`config.mk`:
```
export PLATFORM = sky130hd
export DESIGN_NAME = sha256_message_hasher_core
export DESIGN_NICKNAME = d
export VERILOG_FILES = /design/src/hw/rtl/sha256_pkg.sv /design/src/hw/rtl/sha256_message_hasher_core.sv /design/src/hw/rtl/sha256_round.sv
export SDC_FILE = /design/constraint.sdc
export NUM_CORES = 2
export LEC_CHECK = 0
export BUFFER_PORTS_ARGS = -buffer_cell sky130_fd_sc_hd__buf_4
export CAP_MARGIN = 40
export CELL_PAD_IN_SITES_DETAIL_PLACEMENT = 1
export CELL_PAD_IN_SITES_GLOBAL_PLACEMENT = 1
export CORE_ASPECT_RATIO = 0.5
export CORE_MARGIN = 5
export CORE_UTILIZATION = 58
export CTS_BUF_LIST = sky130_fd_sc_hd__clkbuf_8
export DETAILED_ROUTE_END_ITERATION = 12
export PLACE_DENSITY_LB_ADDON = 0.08
export SLEW_MARGIN = 40
export SYNTH_ARGS = -nofsm -noshare
export SYNTH_HDL_FRONTEND = slang
export SYNTH_HIERARCHICAL = 1
export SYNTH_SLANG_ARGS = --single-unit
```
`constraint.sdc`:
```
create_clock -name clk -period 28 [get_ports clk]
set_clock_uncertainty 0.1 [all_clocks]
set_input_delay 8.4 -clock clk [delete_from_list [all_inputs] [get_ports clk]]
set_output_delay 8.4 -clock clk [all_outputs]
set_load 0.03 [all_outputs]
```
`src/hw/rtl/sha256_pkg.sv`:
```
// sha256 hasher package: payload types, constants and round functions
package sha256_pkg;

	typedef struct packed {
		logic [31:0] message_word;
		logic [2:0]  valid_bytes;
		logic        message_end;
	} in_item_t;

	typedef struct packed {
		logic [31:0] digest_word;
		logic [2:0]  digest_index;
		logic        digest_last;
	} out_item_t;

	typedef logic [31:0] word_t;

	localparam word_t PAD_WORD = 32'h8000_0000;

	function automatic word_t init_hash(input logic [2:0] i);
		case (i)
			3'd0: init_hash = 32'h6a09e667;
			3'd1: init_hash = 32'hbb67ae85;
			3'd2: init_hash = 32'h3c6ef372;
			3'd3: init_hash = 32'ha54ff53a;
			3'd4: init_hash = 32'h510e527f;
			3'd5: init_hash = 32'h9b05688c;
			3'd6: init_hash = 32'h1f83d9ab;
			default: init_hash = 32'h5be0cd19;
		endcase
	endfunction

	function automatic word_t round_const(input logic [5:0] t);
		word_t k [64];
		k = '{
			32'h428a2f98, 32'h71374491, 32'hb5c0fbcf, 32'he9b5dba5,
			32'h3956c25b, 32'h59f111f1, 32'h923f82a4, 32'hab1c5ed5,
			32'hd807aa98, 32'h12835b01, 32'h243185be, 32'h550c7dc3,
			32'h72be5d74, 32'h80deb1fe, 32'h9bdc06a7, 32'hc19bf174,
			32'he49b69c1, 32'hefbe4786, 32'h0fc19dc6, 32'h240ca1cc,
			32'h2de92c6f, 32'h4a7484aa, 32'h5cb0a9dc, 32'h76f988da,
			32'h983e5152, 32'ha831c66d, 32'hb00327c8, 32'hbf597fc7,
			32'hc6e00bf3, 32'hd5a79147, 32'h06ca6351, 32'h14292967,
			32'h27b70a85, 32'h2e1b2138, 32'h4d2c6dfc, 32'h53380d13,
			32'h650a7354, 32'h766a0abb, 32'h81c2c92e, 32'h92722c85,
			32'ha2bfe8a1, 32'ha81a664b, 32'hc24b8b70, 32'hc76c51a3,
			32'hd192e819, 32'hd6990624, 32'hf40e3585, 32'h106aa070,
			32'h19a4c116, 32'h1e376c08, 32'h2748774c, 32'h34b0bcb5,
			32'h391c0cb3, 32'h4ed8aa4a, 32'h5b9cca4f, 32'h682e6ff3,
			32'h748f82ee, 32'h78a5636f, 32'h84c87814, 32'h8cc70208,
			32'h90befffa, 32'ha4506ceb, 32'hbef9a3f7, 32'hc67178f2};
		round_const = k[t];
	endfunction

	function automatic word_t rotr(input word_t x, input int n);
		rotr = (x >> n) | (x << (32 - n));
	endfunction

endpackage

```
`src/hw/rtl/sha256_message_hasher_core.sv`:
```
// sha-256 message hasher top level: sequencer, schedule window and chaining value
// a plain word is taken while idle; the 16th word of a block starts 64 rounds,
// one round of the shared unit a cycle, then a fold into the chaining value
// an end word adds padding words, one or two compressions, then
// eight digest transfers at one per cycle while out stall is low
// input stalls unless idle: no word is taken during rounds, fold, padding or output
// arst_n clears the sequencer, bit counter and slot; chaining value loads the iv
module sha256_message_hasher_core (
	input  logic                  clk,
	input  logic                  arst_n,
	input  logic                  in_valid,
	output logic                  in_stall,
	input  sha256_pkg::in_item_t  in_data,
	output logic                  out_valid,
	input  logic                  out_stall,
	output sha256_pkg::out_item_t out_data
);
	// sequencer codes
	localparam logic [2:0] ST_IDLE  = 3'd0;  // taking message words
	localparam logic [2:0] ST_ROUND = 3'd1;  // 64 rounds
	localparam logic [2:0] ST_FOLD  = 3'd2;  // add into chaining value
	localparam logic [2:0] ST_PAD   = 3'd3;  // push padding / length words
	localparam logic [2:0] ST_OUT   = 3'd4;  // emit digest

	logic [2:0]  state_q;
	logic [63:0] bit_count_q;
	logic [3:0]  slot_q;
	logic [5:0]  round_q;
	logic [2:0]  out_idx_q;
	logic        padding_q;   // message end seen, padding in progress
	logic        pad80_q;     // 0x80 word still to push
	logic        lenhi_q;     // high length word went into slot 14 last cycle
	logic        lenout_q;    // length word written, this block is the final one
	sha256_pkg::word_t chain_q [8];
	sha256_pkg::word_t vars_q  [8];
	sha256_pkg::word_t win_q   [16];

	sha256_pkg::word_t w_new;
	sha256_pkg::word_t v_new [8];
	sha256_pkg::word_t push_w;
	logic              push_en;
	logic [63:0]       bc_next;
	logic              in_fire;
	logic [2:0]        nb;
	sha256_pkg::word_t keep;

	assign in_stall  = (state_q != ST_IDLE);
	assign in_fire   = in_valid && !in_stall;
	assign out_valid = (state_q == ST_OUT);
	assign out_data.digest_word  = chain_q[out_idx_q];
	assign out_data.digest_index = out_idx_q;
	assign out_data.digest_last  = (out_idx_q == 3'd7);

	// window is a circular buffer indexed by round mod 16
	sha256_round u_round (
		.v_in(vars_q), .w2(win_q[round_q[3:0] - 4'd2]), .w7(win_q[round_q[3:0] - 4'd7]),
		.w15(win_q[round_q[3:0] - 4'd15]), .w16(win_q[round_q[3:0]]),
		.expand(round_q[5:4] != 2'd0), .t(round_q), .w_out(w_new), .v_out(v_new)
	);

	// word to push into the window this cycle
	// the length goes out only once slot 14 is reached after the pad byte;
	// otherwise what is left of slots 14 and 15 gets zeros and an extra block follows
	always_comb begin
		nb = (in_data.valid_bytes > 3'd4) ? 3'd4 : in_data.valid_bytes;
		keep = (nb == 3'd0) ? 32'h0 : (32'hffff_ffff << (6'd32 - {nb, 3'b000}));
		push_en = 1'b0;
		push_w = '0;
		bc_next = bit_count_q;
		if (in_fire) begin
			push_en = 1'b1;
			if (!in_data.message_end) begin
				push_w = in_data.message_word;
				bc_next = bit_count_q + 64'd32;
			end else begin
				bc_next = bit_count_q + {58'd0, nb, 3'b000};
				if (nb == 3'd4) push_w = in_data.message_word;
				else push_w = (in_data.message_word & keep)
					| (sha256_pkg::PAD_WORD >> {nb, 3'b000});
			end
		end else if (state_q == ST_PAD) begin
			push_en = 1'b1;
			if (pad80_q) push_w = sha256_pkg::PAD_WORD;
			else if (slot_q == 4'd14) push_w = bit_count_q[63:32];
			else if (slot_q == 4'd15 && lenhi_q) push_w = bit_count_q[31:0];
			else push_w = '0;
		end
	end

	always_ff @(posedge clk or negedge arst_n) begin
		if (!arst_n) begin
			state_q <= ST_IDLE;
			bit_count_q <= '0;
			slot_q <= '0;
			round_q <= '0;
			out_idx_q <= '0;
			padding_q <= 1'b0;
			pad80_q <= 1'b0;
			for (int j = 0; j < 8; j++) chain_q[j] <= sha256_pkg::init_hash(3'(j));
		end else begin
			unique case (state_q) inside
				ST_IDLE, ST_PAD: begin
					if (push_en) begin
						slot_q <= slot_q + 4'd1;
						bit_count_q <= bc_next;
						if (state_q == ST_PAD) pad80_q <= 1'b0;
						if (in_fire && in_data.message_end) begin
							padding_q <= 1'b1;
							pad80_q <= (nb == 3'd4);
						end
						if (slot_q == 4'd15) begin
							state_q <= ST_ROUND;
							round_q <= '0;
						end else if (in_fire && in_data.message_end) begin
							state_q <= ST_PAD;
						end
					end
				end
				ST_ROUND: begin
					round_q <= round_q + 6'd1;
					if (round_q == 6'd63) state_q <= ST_FOLD;
				end
				ST_FOLD: begin
					for (int j = 0; j < 8; j++) chain_q[j] <= chain_q[j] + vars_q[j];
					if (!padding_q) begin
						state_q <= ST_IDLE;
					end else if (!pad80_q && lenout_q) begin
						state_q <= ST_OUT;
						out_idx_q <= '0;
					end else begin
						state_q <= ST_PAD;
					end
				end
				ST_OUT: begin
					if (!out_stall) begin
						out_idx_q <= out_idx_q + 3'd1;
						if (out_idx_q == 3'd7) begin
							state_q <= ST_IDLE;
							padding_q <= 1'b0;
							bit_count_q <= '0;
							slot_q <= '0;
							for (int j = 0; j < 8; j++)
								chain_q[j] <= sha256_pkg::init_hash(3'(j));
						end
					end
				end
				default: state_q <= ST_IDLE;
			endcase
		end
	end

	// length word tracking: high word in slot 14, low word in slot 15 ends the message
	always_ff @(posedge clk or negedge arst_n) begin
		if (!arst_n) begin
			lenhi_q <= 1'b0;
			lenout_q <= 1'b0;
		end else begin
			if (state_q == ST_PAD) lenhi_q <= !pad80_q && (slot_q == 4'd14);
			if (state_q == ST_OUT) lenout_q <= 1'b0;
			else if (state_q == ST_PAD && !pad80_q && slot_q == 4'd15 && lenhi_q)
				lenout_q <= 1'b1;
		end
	end

	// schedule window and working variables (payload, no reset)
	always_ff @(posedge clk) begin
		if (push_en && (state_q == ST_IDLE || state_q == ST_PAD)) begin
			win_q[slot_q] <= push_w;
			if (slot_q == 4'd15) for (int j = 0; j < 8; j++) vars_q[j] <= chain_q[j];
		end
		if (state_q == ST_ROUND) begin
			win_q[round_q[3:0]] <= w_new;
			for (int j = 0; j < 8; j++) vars_q[j] <= v_new[j];
		end
	end
endmodule

```
`src/hw/rtl/sha256_round.sv`:
```
// one shared sha-256 round: schedule expansion and compression step
module sha256_round (
	input  sha256_pkg::word_t       v_in  [8],
	input  sha256_pkg::word_t       w2,
	input  sha256_pkg::word_t       w7,
	input  sha256_pkg::word_t       w15,
	input  sha256_pkg::word_t       w16,
	input  logic                    expand,
	input  logic [5:0]              t,
	output sha256_pkg::word_t       w_out,
	output sha256_pkg::word_t       v_out [8]
);
	sha256_pkg::word_t s0, s1, ch, maj, e1, e0, t1, t2;

	always_comb begin
		s1 = sha256_pkg::rotr(w2, 17) ^ sha256_pkg::rotr(w2, 19) ^ (w2 >> 10);
		s0 = sha256_pkg::rotr(w15, 7) ^ sha256_pkg::rotr(w15, 18) ^ (w15 >> 3);
		w_out = expand ? (s1 + w7 + s0 + w16) : w16;
		e1 = sha256_pkg::rotr(v_in[4], 6) ^ sha256_pkg::rotr(v_in[4], 11)
			^ sha256_pkg::rotr(v_in[4], 25);
		ch = (v_in[4] & v_in[5]) ^ (~v_in[4] & v_in[6]);
		e0 = sha256_pkg::rotr(v_in[0], 2) ^ sha256_pkg::rotr(v_in[0], 13)
			^ sha256_pkg::rotr(v_in[0], 22);
		maj = (v_in[0] & v_in[1]) ^ (v_in[0] & v_in[2]) ^ (v_in[1] & v_in[2]);
		t1 = v_in[7] + e1 + ch + sha256_pkg::round_const(t) + w_out;
		t2 = e0 + maj;
		v_out[0] = t1 + t2;
		v_out[1] = v_in[0];
		v_out[2] = v_in[1];
		v_out[3] = v_in[2];
		v_out[4] = v_in[3] + t1;
		v_out[5] = v_in[4];
		v_out[6] = v_in[5];
		v_out[7] = v_in[6];
	end
endmodule

```
==> impl_metrics.ini <==
[setup_path]
required_ns = 28.55
crit_top_cell = fa_1
critical-path-slowest-cell = dfrtp_4
crit_fanout = 48
start_kind = register
critPathKind = register to register
cp_slowest_stage_delay_ns = 0.64
cp-end-kind = register
cp_data_arrival_time_ns = 15.55

[synth]
yosysWarnings = 6
netlist_top_cells_area = edfxtp_1, mux4_2, ha_1
yosysMostFrequentCell = nand2_1
synth_commonest_cells = nand2_1, edfxtp_1, mux4_2
synth_area_per_cell_um2 = 11.0
async_flop_share_pct = 30.5
synthesis.nets = 8286
synth_top_area_share_pct = 27.5
yosysUniqueCellTypes = 102
netlist_instances = 7640
synth_ff_type = edfxtp_1
yosys.area.top_type = edfxtp_1
synth-edff-count = 768
ys_seq_elements = 1105
synthesis.area_um2 = 83900
synth-seq-area-share_pct = 37.7

[timing]
setup_ws_ns = 13.00
finalHoldViolations = 0
holdWs_ns = 0.423
slew_headroom_pct = 36.4
min_period_ns = 15.00
grt_setup_unrepaired = false
tns_ns = 0
drv_slew = 0
setup_viol = 0
worst_pin_slew_ns = 0.944
period_share_pct = 53.6
max_clock_freq_mhz = 66.6

[global_route]
grt_pass1_vias = 69300
grt_max_degree = 135
grt_use_total_pct = 40.7
grt_overflow = 0
grt_antenna_before_repair = 10
grt_pass1_wl_um = 465000

[floorplan]
fp.dieArea_um2 = 153000
die_h_um = 279
rows = 98
ioPinCount = 78
die_w_um = 548
core_um2 = 143000
initial_core_util_pct = 58.6

[cts]
cts_resized = 0
cts_htree_levels = 4
numCtsBuffers = 178
clock_sinks = 1105
cts_hold_buf = 0
clk_pin_slew_ns = 0.07
cts_tree = yes
root_buffer = clkbuf_8
clock_latency_ns = 0.96
post-cts-setup-buffer-count = 0
clockBufferDepth = 4

[outcome]
status = completed

[route]
drt_iter0_markers = 9274
wirelength_um = 317000
wl_per_cell_um = 33.4
drtPass1Iterations = 8
ant_nets = 0
routed_via_density = 7.17
vias = 68100
drc = 0

[finish]
drive_gt1_share_pct = 17.2
area_growth_syn_to_layout_pct = 6.03
layoutNonFillerInstCount = 9500
fillers = 14800
multiInputGateArea_um2 = 48500
seqCellArea_um2 = 31700
fin_nets = 8110

[place]
post-place-cells = 9179
place_hpwl_um = 222000
io_buffers = 77
dpl_worst_slack_ns = 13.17
gp_congestion = 1.01

[flow_run]
maxCapViolations = 0

[worst_hold_path]
worstHoldPathType = register to register
-- state kept, by name, summed over array words and instances (netlist names) --
register and flops:
win_q 512, lenout_q 1, chain_q 256, vars_q 256, state_q 3, bit_count_q 61, lenhi_q 1, out_idx_q 3
slot_q 4, round_q 6, padding_q 1, pad80_q 1
-- layout by cell type (no fill, tap or decap), types with 61 or more instances in the layout --
cell	Yosys	final
nor2_1	437	416
buf_4	192	145
edfxtp_1	768	768
nand2_1	1134	1133
fa_1	197	197
dfstp_2	136	136
xnor2_1	367	366
a21oi_1	519	501
a21o_1	204	204
nand2b_1	66	65
xor2_1	267	264
inv_1	383	447
clkbuf_8	0	192
nand3_1	96	96
dfrtp_1	201	192
ha_1	409	407
o21ai_0	365	340
mux2_2	61	61
mux4_2	585	585
nor3_1	71	71
-- per-stage QoR --
stage | area, um2 | utilization [%]
3_5_place_dp | 85600 | 59.7
2_1_floorplan | 83900 | -
4_1_cts | 88800 | 61.9
3_3_place_gp | 85100 | 59.4
6_report | 89000 | 62.1
5_1_grt | 89000 | 62.1
-- logic make-up after synthesis --
| family | synth area share [%] |
|---|---|
| xor+xnor | 6.67 |
| fa+ha+maj | 11.0 |
| buf+inv | 5.01 |
| simple gates | 10.6 |
| mux | 16.8 |
| compound gates | 12.2 |
| flops | 37.7 |
-- cell type report --
| class | instances | share of cell area [%] |
|---|---|---|
| multi-input cells | 5609 | 54.5 |
| flip-flops and latches | 1105 | 35.6 |
| clock buffers | 192 | 2.97 |
| well taps | 1900 | 2.67 |
| repair buffers | 184 | 1.92 |
| inverters | 386 | 1.64 |
| clock inverters | 122 | 0.669 |
| diodes | 2 | 0.00562 |
-- per-layer routing --
layer	wire [um]	global-route usage, %	vias up
met1	121000	55.3	34700
li1	-	-	27600
met2	140000	61.9	4702
met5	38	0	-
met3	37200	9.89	1082
met4	18700	20.0	6
-- path summary, 6_finish.rpt --
| path | slack [ns] | start | end | depth (start not counted) |
|---|---|---|---|---|
| setup reg to reg | 13.00 | round_q[1] | vars_q[255] | 46 |
| setup / recovery | 13.00 | round_q[1] | vars_q[255] | 46 |
| hold / removal | 0.42 | lenhi_q | lenhi_q | 2 |
| max in group asynchronous | 17.89 | arst_n | round_q[1] | 4 |
| min in group asynchronous | 7.38 | arst_n | chain_q[198] | 1 |
| hold reg to reg | 0.42 | lenhi_q | lenhi_q | 2 |
-- critical path, delay by kind of cell (launching register included) --
| kind | cells | cell delay [ns] |
|---|---|---|
| xor+xnor | 4 | 1.04 |
| compound gates | 19 | 5.20 |
| mux | 3 | 1.74 |
| buf+inv | 6 | 1.18 |
| simple gates | 4 | 0.35 |
| fa+ha+maj | 10 | 4.40 |
| flops | 1 | 0.64 |
Power is left out: the tool's default activity adds up to more than one toggle a clock period on the data nets, which glitch-free logic cannot reach.
